--- src/rtl/core/pwbsd_pkg.sv ---
// Package for the pulse width bit slot decoder.
// Holds the configuration types, register indexes, reset values and slot timing tables.
// No dependencies.
`default_nettype none

package pwbsd_pkg;

  localparam int unsigned CfgWidth   = 16;
  localparam int unsigned TimeWidth  = 32;
  localparam int unsigned ByteWidth  = 8;
  localparam int unsigned IndexWidth = 3;
  localparam int unsigned SlotWidth  = 14;

  localparam logic [TimeWidth-1:0] SlotOffset = 32'd500;
  localparam logic [TimeWidth-1:0] SlotLength = 32'd1000;
  localparam logic [IndexWidth-1:0] LastBit   = 3'd7;
  localparam logic [TimeWidth-1:0] LateLimit  = 32'd7000;

  localparam logic [CfgWidth-1:0] SyncLowReset  = 16'd470;
  localparam logic [CfgWidth-1:0] SyncHighReset = 16'd530;
  localparam logic [CfgWidth-1:0] GlitchReset   = 16'd100;
  localparam logic [CfgWidth-1:0] OneThrReset   = 16'd600;

  // Slot window bounds per bit index and slot base per timed slot.
  localparam logic [SlotWidth-1:0] SlotLo [8] = '{
    14'd500, 14'd1500, 14'd2500, 14'd3500, 14'd4500, 14'd5500, 14'd6500, 14'd7500
  };
  localparam logic [SlotWidth-1:0] SlotHi [8] = '{
    14'd1500, 14'd2500, 14'd3500, 14'd4500, 14'd5500, 14'd6500, 14'd7500, 14'd8500
  };
  localparam logic [SlotWidth-1:0] SlotBase [8] = '{
    14'd0, 14'd1000, 14'd2000, 14'd3000, 14'd4000, 14'd5000, 14'd6000, 14'd7000
  };

  typedef enum logic [1:0] {
    CfgSyncLow  = 2'd0,
    CfgSyncHigh = 2'd1,
    CfgGlitch   = 2'd2,
    CfgOneThr   = 2'd3
  } cfg_reg_e;

  typedef struct packed {
    logic [CfgWidth-1:0] sync_low;
    logic [CfgWidth-1:0] sync_high;
    logic [CfgWidth-1:0] glitch;
    logic [CfgWidth-1:0] one_thr;
  } cfg_t;

  typedef struct packed {
    logic                 emit;
    logic [ByteWidth-1:0] byte_value;
    logic                 buffer_slot;
  } dec_res_t;

endpackage

`default_nettype wire

--- src/rtl/core/pwbsd_cfg_regs.sv ---
// Configuration register file for the pulse width bit slot decoder.
// Depends on pwbsd_pkg.
`default_nettype none

module pwbsd_cfg_regs (
  input  wire logic                             clk_i,
  input  wire logic                             rst_ni,
  input  wire logic                             cfg_we_i,
  input  wire logic [1:0]                       cfg_addr_i,
  input  wire logic [pwbsd_pkg::CfgWidth-1:0]   cfg_wdata_i,
  output pwbsd_pkg::cfg_t                       cfg_o
);

  pwbsd_pkg::cfg_t cfg_q;

  always_ff @(posedge clk_i or negedge rst_ni) begin
    if (!rst_ni) begin
      cfg_q.sync_low  <= pwbsd_pkg::SyncLowReset;
      cfg_q.sync_high <= pwbsd_pkg::SyncHighReset;
      cfg_q.glitch    <= pwbsd_pkg::GlitchReset;
      cfg_q.one_thr   <= pwbsd_pkg::OneThrReset;
    end else if (cfg_we_i) begin
      case (pwbsd_pkg::cfg_reg_e'(cfg_addr_i))
        pwbsd_pkg::CfgSyncLow:  cfg_q.sync_low  <= cfg_wdata_i;
        pwbsd_pkg::CfgSyncHigh: cfg_q.sync_high <= cfg_wdata_i;
        pwbsd_pkg::CfgGlitch:   cfg_q.glitch    <= cfg_wdata_i;
        pwbsd_pkg::CfgOneThr:   cfg_q.one_thr   <= cfg_wdata_i;
        default: ;
      endcase
    end
  end

  assign cfg_o = cfg_q;

endmodule

`default_nettype wire

--- src/rtl/core/pwbsd_decode.sv ---
// Framing state and per-edge decode logic for the pulse width bit slot decoder.
// Depends on pwbsd_pkg.
`default_nettype none

module pwbsd_decode (
  input  wire logic                              clk_i,
  input  wire logic                              rst_ni,
  input  pwbsd_pkg::cfg_t                        cfg_i,
  input  wire logic                              step_i,
  input  wire logic                              line_level_i,
  input  wire logic [pwbsd_pkg::TimeWidth-1:0]   time_us_i,
  output pwbsd_pkg::dec_res_t                    res_o
);

  localparam int unsigned TW = pwbsd_pkg::TimeWidth;
  localparam int unsigned SW = pwbsd_pkg::SlotWidth;

  logic [TW-1:0]                     rise_q, rise_d;
  logic [TW-1:0]                     sync_q, sync_d;
  logic [pwbsd_pkg::IndexWidth-1:0]  idx_q, idx_d;
  logic [pwbsd_pkg::ByteWidth-1:0]   asm_q, asm_d;
  logic                              tog_q, tog_d;

  logic [TW-1:0]                     width_w, elapsed_w, late_d_w;
  logic                              is_sync, is_glitch, in_slot, late;
  logic [SW-1:0]                     lo_w, hi_w, in_off_w, out_off_w;
  logic [pwbsd_pkg::IndexWidth-1:0]  slot_w;
  logic [pwbsd_pkg::ByteWidth-1:0]   bit_mask;
  logic                              emit;

  assign width_w   = time_us_i - rise_q;
  assign elapsed_w = time_us_i - sync_q;
  assign is_sync   = (width_w < {16'd0, cfg_i.sync_high}) && (width_w > {16'd0, cfg_i.sync_low});
  assign is_glitch = width_w < {16'd0, cfg_i.glitch};

  assign lo_w     = pwbsd_pkg::SlotLo[idx_q];
  assign hi_w     = pwbsd_pkg::SlotHi[idx_q];
  assign in_slot  = (elapsed_w > {18'd0, lo_w}) && (elapsed_w < {18'd0, hi_w});
  assign in_off_w = elapsed_w[SW-1:0] - lo_w;

  assign late_d_w = elapsed_w - pwbsd_pkg::SlotOffset;
  assign late     = late_d_w >= pwbsd_pkg::LateLimit;

  always_comb begin
    slot_w = '0;
    for (int k = 1; k < 7; k++) begin
      if (late_d_w[SW-1:0] >= pwbsd_pkg::SlotBase[k]) begin
        slot_w = 3'(k);
      end
    end
  end

  assign out_off_w = late_d_w[SW-1:0] - pwbsd_pkg::SlotBase[slot_w];
  assign bit_mask  = 8'd1 << (pwbsd_pkg::LastBit - idx_q);

  always_comb begin
    rise_d = rise_q;
    sync_d = sync_q;
    idx_d  = idx_q;
    asm_d  = asm_q;
    tog_d  = tog_q;
    emit   = 1'b0;
    if (line_level_i) begin
      rise_d = time_us_i;
    end else if (is_sync) begin
      idx_d  = '0;
      asm_d  = '0;
      sync_d = time_us_i;
    end else if (!is_glitch) begin
      if (in_slot) begin
        if ({2'd0, in_off_w} > cfg_i.one_thr) begin
          asm_d = asm_q | bit_mask;
        end
        if (idx_q == pwbsd_pkg::LastBit) begin
          emit  = 1'b1;
          tog_d = ~tog_q;
          idx_d = '0;
        end else begin
          idx_d = idx_q + 3'd1;
        end
      end else if (late) begin
        emit  = 1'b1;
        tog_d = ~tog_q;
        idx_d = '0;
      end else begin
        if ({2'd0, out_off_w} > cfg_i.one_thr) begin
          asm_d = asm_q | bit_mask;
        end
        idx_d = slot_w;
      end
    end
  end

  always_ff @(posedge clk_i or negedge rst_ni) begin
    if (!rst_ni) begin
      rise_q <= '0;
      sync_q <= '0;
      idx_q  <= '0;
      asm_q  <= '0;
      tog_q  <= 1'b0;
    end else if (step_i) begin
      rise_q <= rise_d;
      sync_q <= sync_d;
      idx_q  <= idx_d;
      asm_q  <= asm_d;
      tog_q  <= tog_d;
    end
  end

  assign res_o.emit        = emit;
  assign res_o.byte_value  = asm_d;
  assign res_o.buffer_slot = tog_q;

endmodule

`default_nettype wire

--- src/rtl/core/pulse_width_bit_slot_decoder.sv ---
// Pulse width bit slot decoder top level: input register, decode stage, output register.
// A byte's last edge word passes the input register, then the byte the output register.
// Throughput: one edge word per cycle, set by the single decode pass on the framing state.
// The input stalls only while a byte waits in the output register and another is due.
// Reset: asynchronous active low; configuration returns to 470/530/100/600, state to zero.
`default_nettype none

module pulse_width_bit_slot_decoder (
  input  wire logic                              clk_i,
  input  wire logic                              rst_ni,
  input  wire logic                              cfg_we_i,
  input  wire logic [1:0]                        cfg_addr_i,
  input  wire logic [pwbsd_pkg::CfgWidth-1:0]    cfg_wdata_i,
  input  wire logic                              in_valid_i,
  output      logic                              in_ready_o,
  input  wire logic                              line_level_i,
  input  wire logic [pwbsd_pkg::TimeWidth-1:0]   time_us_i,
  output      logic                              out_valid_o,
  input  wire logic                              out_ready_i,
  output      logic [pwbsd_pkg::ByteWidth-1:0]   byte_value_o,
  output      logic                              buffer_slot_o
);

  pwbsd_pkg::cfg_t     cfg;
  pwbsd_pkg::dec_res_t res;

  logic                            s1_valid_q;
  logic                            s1_level_q;
  logic [pwbsd_pkg::TimeWidth-1:0] s1_time_q;
  logic                            s1_go;
  logic                            out_valid_q;
  logic [pwbsd_pkg::ByteWidth-1:0] out_byte_q;
  logic                            out_slot_q;

  pwbsd_cfg_regs u_cfg (
    .clk_i       (clk_i),
    .rst_ni      (rst_ni),
    .cfg_we_i    (cfg_we_i),
    .cfg_addr_i  (cfg_addr_i),
    .cfg_wdata_i (cfg_wdata_i),
    .cfg_o       (cfg)
  );

  pwbsd_decode u_dec (
    .clk_i        (clk_i),
    .rst_ni       (rst_ni),
    .cfg_i        (cfg),
    .step_i       (s1_go),
    .line_level_i (s1_level_q),
    .time_us_i    (s1_time_q),
    .res_o        (res)
  );

  assign s1_go      = s1_valid_q && (!res.emit || !out_valid_q || out_ready_i);
  assign in_ready_o = !s1_valid_q || s1_go;

  always_ff @(posedge clk_i or negedge rst_ni) begin
    if (!rst_ni) begin
      s1_valid_q <= 1'b0;
    end else if (in_ready_o) begin
      s1_valid_q <= in_valid_i;
    end
  end

  always_ff @(posedge clk_i) begin
    if (in_ready_o && in_valid_i) begin
      s1_level_q <= line_level_i;
      s1_time_q  <= time_us_i;
    end
  end

  always_ff @(posedge clk_i or negedge rst_ni) begin
    if (!rst_ni) begin
      out_valid_q <= 1'b0;
    end else if (s1_go && res.emit) begin
      out_valid_q <= 1'b1;
    end else if (out_ready_i) begin
      out_valid_q <= 1'b0;
    end
  end

  always_ff @(posedge clk_i) begin
    if (s1_go && res.emit) begin
      out_byte_q <= res.byte_value;
      out_slot_q <= res.buffer_slot;
    end
  end

  assign out_valid_o   = out_valid_q;
  assign byte_value_o  = out_byte_q;
  assign buffer_slot_o = out_slot_q;

endmodule

`default_nettype wire

--- config.mk ---
export PLATFORM = sky130hd
export DESIGN_NAME = pulse_width_bit_slot_decoder
export DESIGN_NICKNAME = d
export VERILOG_FILES = /design/src/rtl/core/pwbsd_pkg.sv /design/src/rtl/core/pwbsd_cfg_regs.sv /design/src/rtl/core/pwbsd_decode.sv /design/src/rtl/core/pulse_width_bit_slot_decoder.sv
export SDC_FILE = /design/constraint.sdc
export NUM_CORES = 1
export LEC_CHECK = 0
export ABC_CLOCK_PERIOD_IN_PS = 22100
export BUFFER_PORTS_ARGS = -buffer_cell sky130_fd_sc_hd__buf_2
export CORE_MARGIN = 3
export CORE_UTILIZATION = 60
export CTS_CLUSTER_SIZE = 28
export DETAILED_ROUTE_END_ITERATION = 10
export PLACE_DENSITY = 0.88
export SYNTH_ARGS = -nofsm -noshare
export SYNTH_HDL_FRONTEND = slang
export SYNTH_SLANG_ARGS = --single-unit
--- constraint.sdc ---
create_clock -name clk_i -period 22.1 [get_ports clk_i]
set_input_delay 2.21 -clock clk_i [delete_from_list [all_inputs] [get_ports clk_i]]
set_output_delay 2.21 -clock clk_i [all_outputs]
set_load 0.005 [all_outputs]
Yosys cells after proc, flatten, opt, wreduce, memory -nomap -nowiden
Memories as Yosys holds them, arrays and structs flattened.
Index checks and enable logic that the tools add are counted.
{"block": "word_totals", "regBits": 184, "mem_bits_ro": 336, "output_inout_bits": 11, "elab_cells": 112, "n_memories": 3}
{"memory": "(no name shown)", "words": 8, "width": 14, "read_ports": 1, "rd_ports_with_merged_regs": 0, "write_ports": 0, "line": "pwbsd_decode.sv:53", "rtl": "assign out_off_w = late_d_w[SW-1:0] - pwbsd_pkg::SlotBase[slot_w];"}
{"memory": "(no name shown)", "words": 8, "width": 14, "read_ports": 1, "rd_ports_with_merged_regs": 0, "write_ports": 0, "line": "pwbsd_decode.sv:36", "rtl": "assign lo_w = pwbsd_pkg::SlotLo[idx_q];"}
{"memory": "(no name shown)", "words": 8, "width": 14, "read_ports": 1, "rd_ports_with_merged_regs": 0, "write_ports": 0, "line": "pwbsd_decode.sv:37", "rtl": "assign hi_w = pwbsd_pkg::SlotHi[idx_q];"}
{"block": "op_classes", "addsub": 7, "order_cmp": 16, "eq_ne": 6, "shift": 1, "n_mux": 35, "n_bitwise": 7, "reduce_logical": 22}
{"op": "$mux 14", "count": 6}
{"op": "$lt 32x16->1", "count": 2}
{"op": "$sub 32x32->32", "count": 2}
{"op": "$mux 8", "count": 7}
{"op": "$ge 32x13->1 const B", "count": 1}
{"op": "$gt 14x16->1", "count": 2}
{"op": "$gt 32x14->1", "count": 1}
{"op": "$gt 32x16->1", "count": 1}
{"op": "$lt 32x14->1", "count": 1}
{"op": "$sub 32x9->32 const B", "count": 1}
{"op": "$mux 3", "count": 10}
{"op": "$ge 14x12->1 const B", "count": 2}
{"op": "$ge 14x13->1 const B", "count": 2}
{"op": "$sub 14x14->14", "count": 2}
{"op": "$ge 14x10->1 const B", "count": 1}
{"op": "$ge 14x11->1 const B", "count": 1}
{"op": "$mux 1", "count": 12}
{"op": "$reduce_and 2->1", "count": 5}
{"op": "$ge 4x4->1 const B", "count": 2}
{"op": "$not 3->4", "count": 2}
{"op": "$or 8x8->8", "count": 1}
{"op": "$shl 1x3->8 const A", "count": 1}
{"op": "$reduce_and 3->1", "count": 2}
{"op": "$reduce_and 6->1", "count": 1}
{"op": "13 further kinds", "count": 26}

Depth between registers and ports, before layout
{"block": "depth", "ltp_word": 21, "depth_mapped": 40}

Hierarchy
From an unflattened synthesis, not the netlist that was laid out.
{"block": "hier_totals", "hier_cells": 1608, "area_unflattened_um2": 15098.2}
{"module": "pwbsd_decode", "n_inst": 1, "cells_each": 1420, "area_per_inst_um2": 11299.6}
{"module": "pwbsd_cfg_regs", "n_inst": 1, "cells_each": 136, "area_per_inst_um2": 2431.1}
{"module": "pulse_width_bit_slot_decoder", "n_inst": 1, "cells_each": 52, "area_per_inst_um2": 1367.6}

Least setup slack after synthesis
OpenSTA, ideal clock, no wires.
{"block": "synth_path", "path_type": "register -> register", "startpoint": "reg s1_time_q[1] (netlist name)", "endpoint": "reg out_byte_q (netlist bit byte_value_o[4]) (data pin)", "arrival_ns": 7.220, "required_time_ns": 21.845, "path_slack_ns": 14.626, "stages_incl_launch_ff": 40, "synth_period_minus_slack_ns": 7.474, "path_cell_list": "edfxtp_1 -> ha_1 -> nor2b_1 -> o21ai_0 -> nand2b_1 -> xor2_1 -> inv_1 -> ha_1 -> nand2b_1 -> nor4_2 -> and3_1 -> buf_6 -> nor2_1 -> xnor2_1 -> inv_1 -> nand2_1 -> o21ai_0 -> or3_1 -> (+4 left out) -> ha_1 -> o21ai_0 -> nand2b_1 -> a21o_1 -> a21o_1 -> a21o_1 -> a21o_1 -> a21o_1 -> a21oi_1 -> xnor2_1 -> ha_1 -> nand4_1 -> nor4_1 -> nor2_1 -> and3_1 -> a31o_2 -> a31o_2 -> and2_1"}
{"item": "start, declared", "line": "pulse_width_bit_slot_decoder.sv:29", "rtl": "logic [pwbsd_pkg::TimeWidth-1:0] s1_time_q;"}
{"item": "start signal, assigned", "line": "pulse_width_bit_slot_decoder.sv:68", "rtl": "s1_time_q <= time_us_i;"}
{"item": "end signal, assigned", "line": "pulse_width_bit_slot_decoder.sv:84", "rtl": "out_byte_q <= res.byte_value;"}
{"item": "end, declared", "line": "pulse_width_bit_slot_decoder.sv:32", "rtl": "logic [pwbsd_pkg::ByteWidth-1:0] out_byte_q;"}

==> results.md <==
- The run finished with clean final reports.
- The worst clock skew is 16.1 ps.
- The data required time at the worst endpoint is 22300 ps.
- The TritonCTS buffer count is 17.
- Compared with the post-synthesis result, the final layout area differs by 7.87%.
- The commonest cells after synthesis are sky130_fd_sc_hd__ha_1 (173), sky130_fd_sc_hd__inv_1 (173), sky130_fd_sc_hd__dfrtp_1 (126).
- The H-tree was split into 4 levels.
- The path class of the tightest hold or removal check is register to register.
- The capturing element of the worst setup path is byte_value_o[4]$_DFFE_PP_.
- The post-layout instance count excluding filler cells is 1963.
- Across the VDD grid, the largest voltage drop is 50.2 uV.
- For this run, the top clock speed supported by timing is 118 MHz.
- TritonCTS built the clock tree.
- Setup repair after global routing left no endpoint under its margin.
- The mean routed wirelength per cell is 18.8 um.
- Sorting the synthesized cells by area gives the leading types as sky130_fd_sc_hd__dfrtp_1 (21%), sky130_fd_sc_hd__ha_1 (14%), sky130_fd_sc_hd__edfxtp_1 (8.4%).
- The number of cells on the worst reg-to-reg path is 38.
- Headroom to the max-slew limit came out at 26.2%.
- Of the synthesized area, sequential elements account for 32.3%.
- The ratio of cells with drive above 1 in the final layout is 17.0%.
- The proportion of register bits with asynchronous set or reset after synthesis is 77.2%.
- Routability-driven placement finished with a final weighted congestion of 0.933.
- The endpoint identified for the worst register-to-register timing path is byte_value_o[4]$_DFFE_PP_.
- The largest delay contributor family on the critical path is simple AND/OR/NAND/NOR gates.
- For this design the static power due to leakage is 7.32 nW.
- The layout has 1931 filler cells.
- The buffer depth of the longest clock path is 2.
- The post-cts hold buffer count is 0.
- The floorplan has 57 rows.
- The worst setup path is captured at a register.
- After detailed routing, the number of remaining DRC violations is 0.
- In this run the most critical hold path is launched from u_dec.tog_q$_DFFE_PN0P_.
- Yosys mapped a number of flops with a built-in enable equal to 42.
- Counting buffers and inverters, the worst setup path is 38 cells deep.
- Power spread over the standard cell area amounts to 79.5 nW/um^2.
- STA puts the critical path data arrival time at 8710 ps.
- For this run, the total global-route usage over all layers was measured as 28.3%.
- The clock transition at the registers of the reported paths is 80 ps.
- The number of setup buffers added after CTS is 0.
- The initial DRC count is 898.
- On the critical path, the stage with the largest delay is an instance of sky130_fd_sc_hd__xor2_1.
- The period utilization is 38.5%.
- The first global-routing pass estimated 61200 um of wire.
- The via count of the first global-routing pass is 12.4k.
- Entering global routing, the biggest net connects 79 pins.
- The path type of the worst setup path is register to register.
- The number of buffer cells added on primary ports is 66.
- Among all flip-flop cells after synthesis, the most frequent one is sky130_fd_sc_hd__dfrtp_1.
- The critical register-to-register path startpoint is s1_time_q[1]$_DFFE_PP_.
- The count of final max-slew check failures is 0.
- Setup slack on the worst reg-to-reg path comes out at 13590 ps.
- The clock root buffer master is sky130_fd_sc_hd__clkbuf_16.
- The max capacitance violation total is 0.
- The detailed-route wire length is 37000 um.
- Tracing the worst setup path back leads to its startpoint at s1_time_q[1]$_DFFE_PP_.
- The die covers 26900 um^2.
- The count of cell types in the netlist is 107.
- The tree built by TritonCTS fans out to 184 sinks.
- The worst path buffer plus inverter count is 3.
- The residual antenna-violating net count after detailed routing is 0.
- Summed over all layers, the global routing overflow is 0.
- The critical path's largest stage delay is 510 ps.
- The initial standard-cell utilization of the core is 61.3%.
- The final-layout setup total negative slack is 0 ps.
- The detailed-router iteration count before antenna repair is 8.
- The number of warnings reported in the yosys synthesis log is 0.
- The floorplan step set the die width to 164 um.
- The count of endpoints failing setup in the final report is 0.
- The net count of the finished layout is 1860.
- Synthesis inferred 184 register bits.
- Detailed routing inserted a total of 12.1k vias.
- The top cell type by total area after synthesis is sky130_fd_sc_hd__dfrtp_1.
- 0 antenna diodes ended up in the layout.
- The slew of the pin with the lowest slew margin is 1100 ps.
- The count of final hold-check violations came to 0.
- The area of the mapped netlist is 15000 um^2.
- For the finished layout, the period the worst path requires is 8510 ps.
- The kind of launch point of the worst setup path is a register.
- Dividing the detail-routed via count by the number of cells gives 6.17.
- The number of antenna violations at the first check in global routing was 0.
- The floorplan step set the die height to 164 um.
- After clock tree synthesis, the repair step resized 0 gates.
- For this design the top-level I/O count stands at 67.
- The number of nets in the synthesized netlist is 1811.
- Including well taps, the total number of placed cells is 1931.
- A synthesized cell averages 9.48 um^2.
- The wire-length estimate of the detail-placed layout is 28700 um.
- The maximum fanout count along the critical path is 10.
- The number of instances in the synthesized netlist is 1577.
- Clock latency on the worst-skew pair, taken at its later pin, is 450 ps.
- After synthesis, the largest area contributor takes up 21.1% of total cell area.
- The area of the core is 24400 um^2.
-- placed cells by master (no fill, tap or decap), drive strengths merged, types with 51 or more instances in the layout --
master,n
mux2,111
nor2,56
o21ai,105
nand2,104
dfrtp,126
buf,72
a21oi,104
ha,173
inv,181
a21o,51
-- registers in the layout (all words and copies together), names as in the netlist, 3 cells and up --
signal        flops
u_dec.sync_q     32
u_dec.asm_q       8
u_dec.rise_q     32
u_cfg.cfg_o      64
s1_time_q        32
u_dec.idx_q       3
byte_value_o      8
-- cells by family after synthesis --
group,count (synthesis),share of synthesized area (%)
compound gates,422,18.7
xor+xnor,75,4.74
fa+ha+maj,178,15.1
buf+inv,216,5.86
flops,184,32.3
mux,116,9.34
simple gates,386,13.9
-- worst min path at each step --
| stage | endpoint | slack (ps) | cells after the start |
|---|---|---|---|
| after floorplan | u_dec.tog_q$_DFFE_PN0P_ | 440 | 1 |
| after global placement | u_dec.tog_q$_DFFE_PN0P_ | 460 | 1 |
| after detailed placement | buffer_slot_o$_DFFE_PP_ | 470 | 0 |
| after CTS | u_dec.tog_q$_DFFE_PN0P_ | 490 | 1 |
| after global routing | u_dec.tog_q$_DFFE_PN0P_ | 510 | 1 |
| final | u_dec.tog_q$_DFFE_PN0P_ | 480 | 1 |
-- stage by stage --
| stage | utilization [%] | hold WS (ps) | area, um^2 | setup WS (ps) | power [W] |
|---|---|---|---|---|---|
| global route | 66.1 | 506 | 16100 | 12940 | 0.00137 |
| floorplan | - | 442 | 15000 | 14630 | 0.000815 |
| CTS | 66.1 | 487 | 16100 | 13670 | 0.00128 |
| detailed placement | 63.7 | 465 | 15500 | 13730 | 0.000963 |
| global placement | 63.7 | 456 | 15500 | 14000 | 0.000935 |
| finish | 66.1 | 478 | 16100 | 13590 | 0.00128 |
-- per-layer routing --
layer / routed length, um / share of wire [%] / global-route usage (%)
met4: 1160 / 3.1 / 10.8
met5: 0 / 0 / 0
met2: 17900 / 49 / 48.1
met1: 15800 / 43 / 36.3
met3: 2010 / 5.4 / 4.82
-- worst reg2reg max path: cells and delay by family (launching register included) --
kind,cells,cell delay [ps]
compound gates,13,2310
fa+ha+maj,5,1520
xor+xnor,3,850
simple gates,14,2760
flops,1,480
buf+inv,3,340
-- layout make-up --
| cell class | instances | area [um^2] | share of cell area, % |
|---|---|---|---|
| Timing Repair Buffer | 72 | 382 | 2.37 |
| Clock buffer | 19 | 453 | 2.81 |
| Inverter | 174 | 653 | 4.05 |
| Tap cell | 324 | 405 | 2.51 |
| Sequential cell | 184 | 4830 | 30.0 |
| Multi-Input combinational cell | 1177 | 9250 | 57.4 |
| Clock inverter | 13 | 153 | 0.946 |
-- power by group --
group | internal [W] | switching, W | total, W
logic | 0.000234 | 0.000325 | 0.000560
registers | 0.000389 | 0.0000221 | 0.000411
clock network | 0.000158 | 0.000153 | 0.000311
total | 0.000782 | 0.000500 | 0.00128
No activity file was read; power rests on OpenSTA's default activity.
